File: src/hdl/iefdo_pkg.sv
// Types and constants shared by the input event queue.
package iefdo_pkg;

  // Operation codes carried in the opcode field
  typedef enum logic [1:0] {
    OP_PUSH_KEY      = 2'd0,
    OP_PUSH_MOUSE    = 2'd1,
    OP_PUSH_CONSUMER = 2'd2,
    OP_POP           = 2'd3
  } op_e;

  // Configuration register indexes
  localparam logic [1:0] CFG_KEY_TYPE      = 2'd0;
  localparam logic [1:0] CFG_MOUSE_TYPE    = 2'd1;
  localparam logic [1:0] CFG_CONSUMER_TYPE = 2'd2;

  // Reset values of the type code registers
  localparam logic [7:0] KEY_TYPE_RST      = 8'd1;
  localparam logic [7:0] MOUSE_TYPE_RST    = 8'd2;
  localparam logic [7:0] CONSUMER_TYPE_RST = 8'd3;

  // Length reported on every pop
  localparam logic [2:0] POP_REC_LEN = 3'd4;

  // Input word
  typedef struct packed {
    op_e                opcode;
    logic [7:0]         key_modifier;
    logic [7:0]         key_code;
    logic [7:0]         event_state;
    logic signed [7:0]  mouse_dx;
    logic signed [7:0]  mouse_dy;
    logic [7:0]         mouse_buttons;
    logic [15:0]        usage_code;
  } in_word_t;

  // Output word
  typedef struct packed {
    logic [7:0] event_type;
    logic [7:0] byte_a;
    logic [7:0] byte_b;
    logic [7:0] byte_c;
    logic [2:0] record_len;
    logic       event_valid;
    logic       int_line;
  } out_word_t;

  // One stored event: type, then three payload bytes
  typedef struct packed {
    logic [7:0] ev_type;
    logic [7:0] a;
    logic [7:0] b;
    logic [7:0] c;
  } event_t;

endpackage

File: src/hdl/input_event_fifo_drop_oldest.sv
// Ring queue of input events that drops the oldest entry when full.
//
//   channel   direction  handshake               payload
//   in        input      in_valid_i/in_ready_o   in_data_i   (in_word_t)
//   out       output     out_valid_o/out_ready_i out_data_o  (out_word_t)
//   cfg       input      cfg_we_i (no wait)      cfg_idx_i, cfg_wdata_i
//
// A push writes the event into the store, and the word lands in the output
// register at the accepting edge. A pop first registers the store read;
// the word is loaded from it while the pop is pending, and no input is
// taken then. Pushes run at one per cycle unless the output stalls.
// Reset clears pointers and output valid and reloads the type codes; the
// store itself is not cleared. A stalled output holds further input off.
module input_event_fifo_drop_oldest
  import iefdo_pkg::*;
#(
  parameter int unsigned DEPTH = 32
) (
  input  logic      clk_i,
  input  logic      rst_ni,
  input  logic      in_valid_i,
  output logic      in_ready_o,
  input  in_word_t  in_data_i,
  output logic      out_valid_o,
  input  logic      out_ready_i,
  output out_word_t out_data_o,
  input  logic       cfg_we_i,
  input  logic [1:0] cfg_idx_i,
  input  logic [7:0] cfg_wdata_i
);

  localparam int unsigned PtrW = (DEPTH > 1) ? $clog2(DEPTH) : 1;
  localparam logic [PtrW-1:0] LastSlot = PtrW'(DEPTH - 1);

  // Type code registers
  logic [7:0] key_type_q, mouse_type_q, consumer_type_q;

  always_ff @(posedge clk_i or negedge rst_ni) begin
    if (!rst_ni) begin
      key_type_q      <= KEY_TYPE_RST;
      mouse_type_q    <= MOUSE_TYPE_RST;
      consumer_type_q <= CONSUMER_TYPE_RST;
    end else if (cfg_we_i) begin
      if (cfg_idx_i == CFG_KEY_TYPE)      key_type_q      <= cfg_wdata_i;
      if (cfg_idx_i == CFG_MOUSE_TYPE)    mouse_type_q    <= cfg_wdata_i;
      if (cfg_idx_i == CFG_CONSUMER_TYPE) consumer_type_q <= cfg_wdata_i;
    end
  end

  // Control state
  logic [PtrW-1:0] wr_q, wr_d, rd_q, rd_d;
  logic            pop_pend_q, pop_pend_d;
  logic            pend_hit_q, pend_hit_d;   // pending pop found an event
  logic            pend_int_q, pend_int_d;   // interrupt level after the pop
  logic            out_valid_q, out_valid_d;
  out_word_t       out_q;

  logic   in_fire, is_push, is_pop, mem_we, mem_re;
  event_t push_ev, rd_data_q;
  logic [PtrW-1:0] wr_next, rd_next;

  function automatic logic [PtrW-1:0] bump(input logic [PtrW-1:0] p);
    bump = (p == LastSlot) ? '0 : p + 1'b1;
  endfunction

  assign in_ready_o = !pop_pend_q && (!out_valid_q || out_ready_i);
  assign in_fire    = in_valid_i && in_ready_o;
  assign is_pop     = (in_data_i.opcode == OP_POP);
  assign is_push    = in_fire && !is_pop;
  assign mem_we     = is_push;
  assign wr_next    = bump(wr_q);
  assign rd_next    = bump(rd_q);
  assign mem_re     = in_fire && is_pop && (rd_q != wr_q);

  // Assemble the event for a push
  always_comb begin
    push_ev = '0;
    unique case (in_data_i.opcode)
      OP_PUSH_KEY: begin
        push_ev = {key_type_q, in_data_i.key_modifier, in_data_i.key_code,
                   in_data_i.event_state};
      end
      OP_PUSH_MOUSE: begin
        push_ev = {mouse_type_q, in_data_i.mouse_dx, in_data_i.mouse_dy,
                   in_data_i.mouse_buttons};
      end
      OP_PUSH_CONSUMER: begin
        push_ev = {consumer_type_q, in_data_i.usage_code[7:0],
                   in_data_i.usage_code[15:8], in_data_i.event_state};
      end
      OP_POP: begin
        push_ev = '0;
      end
    endcase
  end

  // Pointer and pop bookkeeping
  always_comb begin
    wr_d       = wr_q;
    rd_d       = rd_q;
    pop_pend_d = 1'b0;
    pend_hit_d = pend_hit_q;
    pend_int_d = pend_int_q;
    if (in_fire && is_pop) begin
      pop_pend_d = 1'b1;
      pend_hit_d = (rd_q != wr_q);
      if (rd_q != wr_q) rd_d = rd_next;
      pend_int_d = (rd_d == wr_q);
    end else if (is_push) begin
      // full: drop the oldest before writing
      if (wr_next == rd_q) rd_d = rd_next;
      wr_d = wr_next;
    end
  end

  // Output register valid
  always_comb begin
    out_valid_d = out_valid_q && !out_ready_i;
    if (is_push || pop_pend_q) out_valid_d = 1'b1;
  end

  always_ff @(posedge clk_i or negedge rst_ni) begin
    if (!rst_ni) begin
      wr_q        <= '0;
      rd_q        <= '0;
      pop_pend_q  <= 1'b0;
      pend_hit_q  <= 1'b0;
      pend_int_q  <= 1'b1;
      out_valid_q <= 1'b0;
    end else begin
      wr_q        <= wr_d;
      rd_q        <= rd_d;
      pop_pend_q  <= pop_pend_d;
      pend_hit_q  <= pend_hit_d;
      pend_int_q  <= pend_int_d;
      out_valid_q <= out_valid_d;
    end
  end

  // Output payload
  always_ff @(posedge clk_i) begin
    if (is_push) begin
      out_q <= '{event_type: 8'd0, byte_a: 8'd0, byte_b: 8'd0, byte_c: 8'd0,
                 record_len: 3'd0, event_valid: 1'b0,
                 int_line: (wr_d == rd_d)};
    end else if (pop_pend_q) begin
      out_q.event_type  <= pend_hit_q ? rd_data_q.ev_type : 8'd0;
      out_q.byte_a      <= pend_hit_q ? rd_data_q.a : 8'd0;
      out_q.byte_b      <= pend_hit_q ? rd_data_q.b : 8'd0;
      out_q.byte_c      <= pend_hit_q ? rd_data_q.c : 8'd0;
      out_q.record_len  <= POP_REC_LEN;
      out_q.event_valid <= pend_hit_q;
      out_q.int_line    <= pend_int_q;
    end
  end

  // Event store: one write port, one registered read port
  event_t store_mem [DEPTH];

  always_ff @(posedge clk_i) begin
    if (mem_we) store_mem[wr_q] <= push_ev;
    if (mem_re) rd_data_q <= store_mem[rd_q];
  end

  assign out_valid_o = out_valid_q;
  assign out_data_o  = out_q;

  // Checks
  a_pend_slot_free: assert property (@(posedge clk_i) disable iff (!rst_ni)
    pop_pend_q |-> !out_valid_q)
    else $error("pop pending while output register is occupied");

  a_pend_delivers: assert property (@(posedge clk_i) disable iff (!rst_ni)
    pop_pend_q |=> out_valid_q && !pop_pend_q)
    else $error("pending pop did not load the output register");

  a_push_delivers: assert property (@(posedge clk_i) disable iff (!rst_ni)
    is_push |=> out_valid_q && !out_q.event_valid)
    else $error("push result missing");

  a_ptr_range: assert property (@(posedge clk_i) disable iff (!rst_ni)
    (wr_q <= LastSlot) && (rd_q <= LastSlot))
    else $error("slot pointer out of range");

  a_no_read_on_write: assert property (@(posedge clk_i) disable iff (!rst_ni)
    !(mem_we && mem_re))
    else $error("store read and write in one cycle");

endmodule

File: config.mk
export PLATFORM = sky130hd
export DESIGN_NAME = input_event_fifo_drop_oldest
export DESIGN_NICKNAME = d
export VERILOG_FILES = /design/src/hdl/iefdo_pkg.sv /design/src/hdl/input_event_fifo_drop_oldest.sv
export SDC_FILE = /design/constraint.sdc
export NUM_CORES = 1
export LEC_CHECK = 0
export ABC_AREA = 1
export BUFFER_PORTS_ARGS = -buffer_cell sky130_fd_sc_hd__buf_2
export CAP_MARGIN = 15
export CORE_ASPECT_RATIO = 0.9
export CORE_MARGIN = 8
export CORE_UTILIZATION = 44
export CTS_CLUSTER_SIZE = 28
export DETAILED_ROUTE_END_ITERATION = 6
export GPL_TIMING_DRIVEN = 0
export PLACE_DENSITY = 0.6
export SLEW_MARGIN = 40
export SYNTH_ARGS = -nofsm -noshare
export SYNTH_HDL_FRONTEND = slang
export SYNTH_SLANG_ARGS = --single-unit
File: constraint.sdc
create_clock -name clk_i -period 6.75 [get_ports clk_i]
set_input_delay 1.0125 -clock clk_i [delete_from_list [all_inputs] [get_ports clk_i]]
set_output_delay 1.0125 -clock clk_i [all_outputs]
set_load 0.05 [all_outputs]
==> results of run 1 <==
## registers in the layout, summed over array words and instances (netlist names)
register and count:
consumer_type_q 8, key_type_q 8, mouse_type_q 8, out_data_o 35
out_valid_o 1, pend_hit_q 1, pend_int_q 1, pop_pend_q 1
rd_data_q 32, rd_q 5, store_mem 1024, wr_q 5
## through the flow
stage | instances | setup slack, ps | hold slack, ps
after floorplan | 3376 | 3250 | 441
after global placement | 4849 | 394 | 432
after detailed placement | 4950 | 2900 | 440
after CTS | 5160 | 3180 | 313
after global routing | 5160 | 2960 | 358
final | 5163 | 3030 | 324
## path summary, 6_finish.rpt
kind | endpoint | from | slack, ps
max | rd_data_q[14] | rd_q[0] | 3030
min | mouse_type_q[7] | rst_ni | 320
max reg2reg | rd_data_q[14] | rd_q[0] | 3030
min reg2reg | out_data_o[4] | out_data_o[4] | 450
max in group asynchronous | mouse_type_q[5] | rst_ni | 6030
min in group clk_i | out_data_o[4] | out_data_o[4] | 450
## worst reg2reg max path: cells and delay by family, from the launching register on
| family | cells | cell delay, ps |
|---|---|---|
| buffers and inverters | 4 | 1410 |
| AOI/OAI and AO/OA | 3 | 1030 |
| and+or+nand+nor | 1 | 540 |
| DFF | 1 | 520 |
## kinds of logic after synthesis
logic type	Yosys count	synth area share
xor+xnor	5	0.000981
mux	4	0.000897
other cells	1	0.0000840
flops	1129	0.748
simple gates	952	0.0871
fa+ha+maj	7	0.00196
buf+inv	331	0.0323
compound gates	946	0.129
## per-layer routing
| metal | global-route usage | vias up |
|---|---|---|
| met3 | 0.0736 | 447 |
| li1 | - | 13400 |
| met1 | 0.378 | 15700 |
| met4 | 0.131 | 6 |
| met2 | 0.411 | 2280 |
| met5 | 0 | - |
## report_power, final
| part | internal [mW] | switching, mW | total [mW] |
|---|---|---|---|
| sequential | 8.12 | 0.111 | 8.23 |
| clock | 3.81 | 2.69 | 6.50 |
| combinational | 2.00 | 6.43 | 8.43 |
## layout by cell type, fill, tap and decap left out, drive strengths merged
cell and instances:
nor2 636, edfxtp 1057, xnor2 1, a31oi 31
diode 3, inv 90, a21oi 7, nand3b 1
ha 7, o22ai 78, a22oi 33, o221ai 180
dfxtp 34, o21ai 585, o31ai 1, or2 1
nand3 125, nor3 4, xor2 4, nand2 177
conb 2, buf 307, nand4 7, dfstp 5
clkinvlp 5, bufinv 13, mux2i 4, clkinv 25
a32oi 31, nor3b 1, clkbuf 319, dfrtp 33
## area by class of cell
class	instances	area share
Buffer	246	0.0214
Tap cell	1356	0.0317
Clock inverter	48	0.0112
Antenna cell	3	0.000140
Timing Repair Buffer	218	0.0506
Inverter	85	0.00597
Sequential cell	1129	0.624
Multi-Input combinational cell	1916	0.194
Clock buffer	162	0.0603
==> run metrics, run 1 <==
status=complete, no violations; Register Area=0.0334 mm2; RSZ-0062 raised after global routing=no; gr ovfl total=0; skew final=14.1 ps; Via-to-Cell Ratio=6.17; Setup crit start kind=flop; die area=0.112 mm2; io pins=120; most instantiated cells after synthesis=1057 x edfxtp_1, 632 x nor2_1, 559 x o21ai_0; die span in x=352 um; layout cells sized above 1=0.156; final setup fails=0; final net count=3795; Pwr Density=433 mW/mm2; crit end category=flop; root buffer cell=clkbuf_16; clock latency on the worst-skew pair=690 ps; Clock Path Buffers=3; leading post-synthesis cells by cell area=edfxtp_1 71%, o21ai_0 6.3%, nor2_1 5.3%; critical path type=reg -> reg; Synth top area share=0.711; Avg Inst Size Synth=13.2 um2; Wirelength per Cell=31.0 um; Crit Path Max Fanout=10; #FFs+latches synth=1129; Final GP Congestion=0.923; H-Tree Depth=3; worst path required time=7210 ps; clock buffer count from CTS=111; crit path cell chain=inv_2 > buf_6 > buf_2 > clkbuf_1 > o21ai_0 > o221ai_1 > nand3_1 > a32oi_1; Post-synth ARST share=0.0337; Fin. Hold Viols=0; total core area=0.101 mm2; Ys Warns=0; DR iter-0 viols=5225; met2 WL=70200 um; DR WL met3=20800 um; EDFF count, synth=1057; fin area=0.0535 mm2; largest net degree at the start of global routing=39; area delta synth->final=19.7%; initial antenna violation count=12; die height=318 um; # Max-Cap Violations=0; post-layout util=0.528; number of detailed-routing iterations run before antenna repair=6; Gate Count Post-Synth=3375; top_reg_cell synth=edfxtp_1; worst reg2reg path depth=8; max incr delay on CP=540 ps; DRT Wirelength=160000 um; Worst Hold Class=in -> async; CP top delay family=buffers and inverters; Starting Density=0.441; total power=23.2 mW; vias in the first global route=29900; Met1 Routed Length=59800 um; # resized after CTS=0; Buffers on Ports=117; Total GRT Usage=0.277; relative slew slack=0.370; Detailed Place HPWL=112000 um; DR vias=31900; # fillers=8347; f_max=269 MHz; DR top layer=met5; Max VDD drop=0.235 mV; Yosys top cell by area=edfxtp_1; final period utilization=0.552; CP bufs+invs=4; Remaining DRCs=0; hold buffers post-CTS=0; worst slew pin tran=945 ps; Arr. time, crit path=4190 ps; sequential area share after synthesis=0.748; multi-input combinational cell area=0.0104 mm2; CTS clk-pin slew, worst paths=70 ps; count leader, synth=edfxtp_1; Levels on crit path=8; Tmin final=3720 ps; Fin Setup TNS=0 ps; num rows=111; Post-Syn Area=0.0446 mm2; Leak Pwr=18.2 nW; post-CTS setup repair buffer count=0; first-pass GRT wire length=222000 um; # clock sinks=1129; Pins Over Slew Limit=0; Unique masters post-synth=43; CTS tree=built; critical path's slowest cell=nand3_1; DP Area=0.0496 mm2; Final ANT Viol Nets=0
Note: power is estimated with default switching activity, not from simulation.
==> run 2, diff against run 1 <==
clock period = 3.5 ns   (was 6.75 ns; I/O delays follow)
==> run 2 against run 1 <==
The run now ends with DRC, setup timing left. First-iteration DRC count fell by 3.9%. Total power rose by 93%. Non-clock buffer count fell by 2.
==> run metrics, run 2 (synthesis gave the netlist of run 1 again) <==
status=complete, but fails checks; violated checks=DRC, setup timing; max incr delay on CP=520 ps; Sw Ratio=0.398; most frequent cells in the layout=1057 x edfxtp_1, 599 x nor2_1, 550 x o21ai_0, 180 x o221ai_1; layout cells sized above 1=0.156; largest register by flop count=store_mem; Final ANT Viol Nets=0; gr ovfl total=0; clock buffer count from CTS=111; Worst Hold Class=in -> reg; worst reg2reg path depth=8; die height=318 um; final period utilization=1.02; Clk pwr share=0.280; DRT Wirelength=160000 um; CP top delay family=buffers and inverters; DP Area=0.0496 mm2; number of detailed-routing iterations run before antenna repair=7; Setup crit start kind=flop; Detailed Place HPWL=112000 um; Via-to-Cell Ratio=6.19; RSZ-0062 raised after global routing=no; most common cell after layout, fill and taps aside=edfxtp_1; die span in x=352 um; Pins Over Slew Limit=0; initial antenna violation count=13; RR Startpoint=rd_q[0]; hold path cells=3; setup slack, reg-to-reg=-60 ps; Final GP Congestion=0.923; largest net degree at the start of global routing=39; Arr. time, crit path=4030 ps; final net count=3793; # Max-Cap Violations=0; CP bufs+invs=4; clock latency on the worst-skew pair=690 ps; skew final=12.8 ps; Register Area=0.0334 mm2; f_max=281 MHz; Max VDD drop=0.448 mV; Remaining DRCs=3; Total GRT Usage=0.277; num rows=111; Crit Path Max Fanout=10; worst slew pin tran=938 ps; critical path's slowest cell=dfrtp_1; root buffer cell=clkbuf_16; fin area=0.0535 mm2; combinational power share=0.364; Flop pwr share=0.356; number of flip-flops under the largest register name=1024; Buffers on Ports=117; final setup fails=1; Int Power=26.9 mW; die area=0.112 mm2; Tmin final=3560 ps; H-Tree Depth=3; Critical Path Start=rd_q[0]; Psw=17.8 mW; relative slew slack=0.374; total core area=0.101 mm2; DR iter-0 viols=5020; Pwr Density=835 mW/mm2; vias in the first global route=29900; Clock Path Buffers=3; Wirelength per Cell=30.9 um; io pins=120; HP Start=cfg_wdata_i[1]; Fin. Hold Viols=0; crit path cell chain=inv_2 > buf_6 > buf_2 > buf_2 > o21ai_0 > o221ai_1 > nand3_1 > a32oi_1; critical path type=reg -> reg; Crit path top cell by count=buf_2; DR vias=31900; Hold Path End=consumer_type_q[1]; fin worst setup slack=-64.1 ps; multi-input combinational cell area=0.0104 mm2; # fillers=8348; post-layout util=0.528; pre-CTS WS=-38.8 ps; # clock sinks=1129; CTS tree=built; CTS clk-pin slew, worst paths=60 ps; worst path required time=3970 ps; r2r endpoint=rd_data_q[3]; crit end category=flop; Worst Hold Slack=101 ps; Starting Density=0.441; first-pass GRT wire length=222000 um; Leak Pwr=18.2 nW; area delta synth->final=19.8%
## run 2: final cells by class
cell class	instances	area share
Buffer	243	0.0213
Sequential cell	1129	0.624
Tap cell	1356	0.0317
Clock inverter	48	0.0112
Inverter	85	0.00597
Timing Repair Buffer	219	0.0508
Multi-Input combinational cell	1916	0.194
Antenna cell	4	0.000187
Clock buffer	162	0.0603
## run 2: power groups by stage
stage | Combinational (mW) | Sequential (mW) | Clock, mW
global route | 16.8 | 15.9 | 13.0
finish | 16.2 | 15.9 | 12.5
global placement | 15.0 | 16.2 | 0
detailed placement | 15.6 | 16.2 | 0
CTS | 15.7 | 15.9 | 12.5
floorplan | 8.05 | 16.3 | 0
## run 2: how the worst max path moves through the flow
stage | endpoint | slack (ps) | cells past startpoint
finish | rd_data_q[3] | -60 | 8
global route | rd_data_q[18] | 30 | 9
CTS | rd_data_q[0] | 20 | 8
detailed placement | rd_data_q[13] | -40 | 8
global placement | store_mem[21][20] | -2370 | 6
floorplan | rd_data_q[0] | 390 | 6
## run 2: worst reg2reg max path, cell delays in order, from the launching register on
cell	delay, ps
dfrtp_1	520
inv_2	300
buf_6	230
buf_2	480
buf_2	380
o21ai_0	130
o221ai_1	360
nand3_1	480
a32oi_1	480
## run 2: metrics by stage
step	setup TNS [ps]	total power, mW	instances
2_1_floorplan	0	24.3	3376
3_3_place_gp	-2462320	31.2	4849
3_5_place_dp	-60.5	31.8	4950
4_1_cts	0	44.1	5159
5_1_grt	0	45.8	5158
6_report	-64.1	44.6	5162
## run 2: metal layers
| layer | up-vias | global-route usage | part of all wire |
|---|---|---|---|
| li1 | 13400 | - | - |
| met3 | 413 | 0.0748 | 0.13 |
| met1 | 15800 | 0.377 | 0.37 |
| met4 | 6 | 0.130 | 0.057 |
| met5 | - | 0 | 0.00018 |
| met2 | 2331 | 0.412 | 0.44 |
## run 2: timing repair
item / CTS / global route
setup buffers: 0 / 0
gates cloned: 0 / 0
hold buffers: 1 / 0
hold endpoints to repair: 33 / 0
endpoints found under the setup margin: 5 / 3
resized for setup: 2 / 1
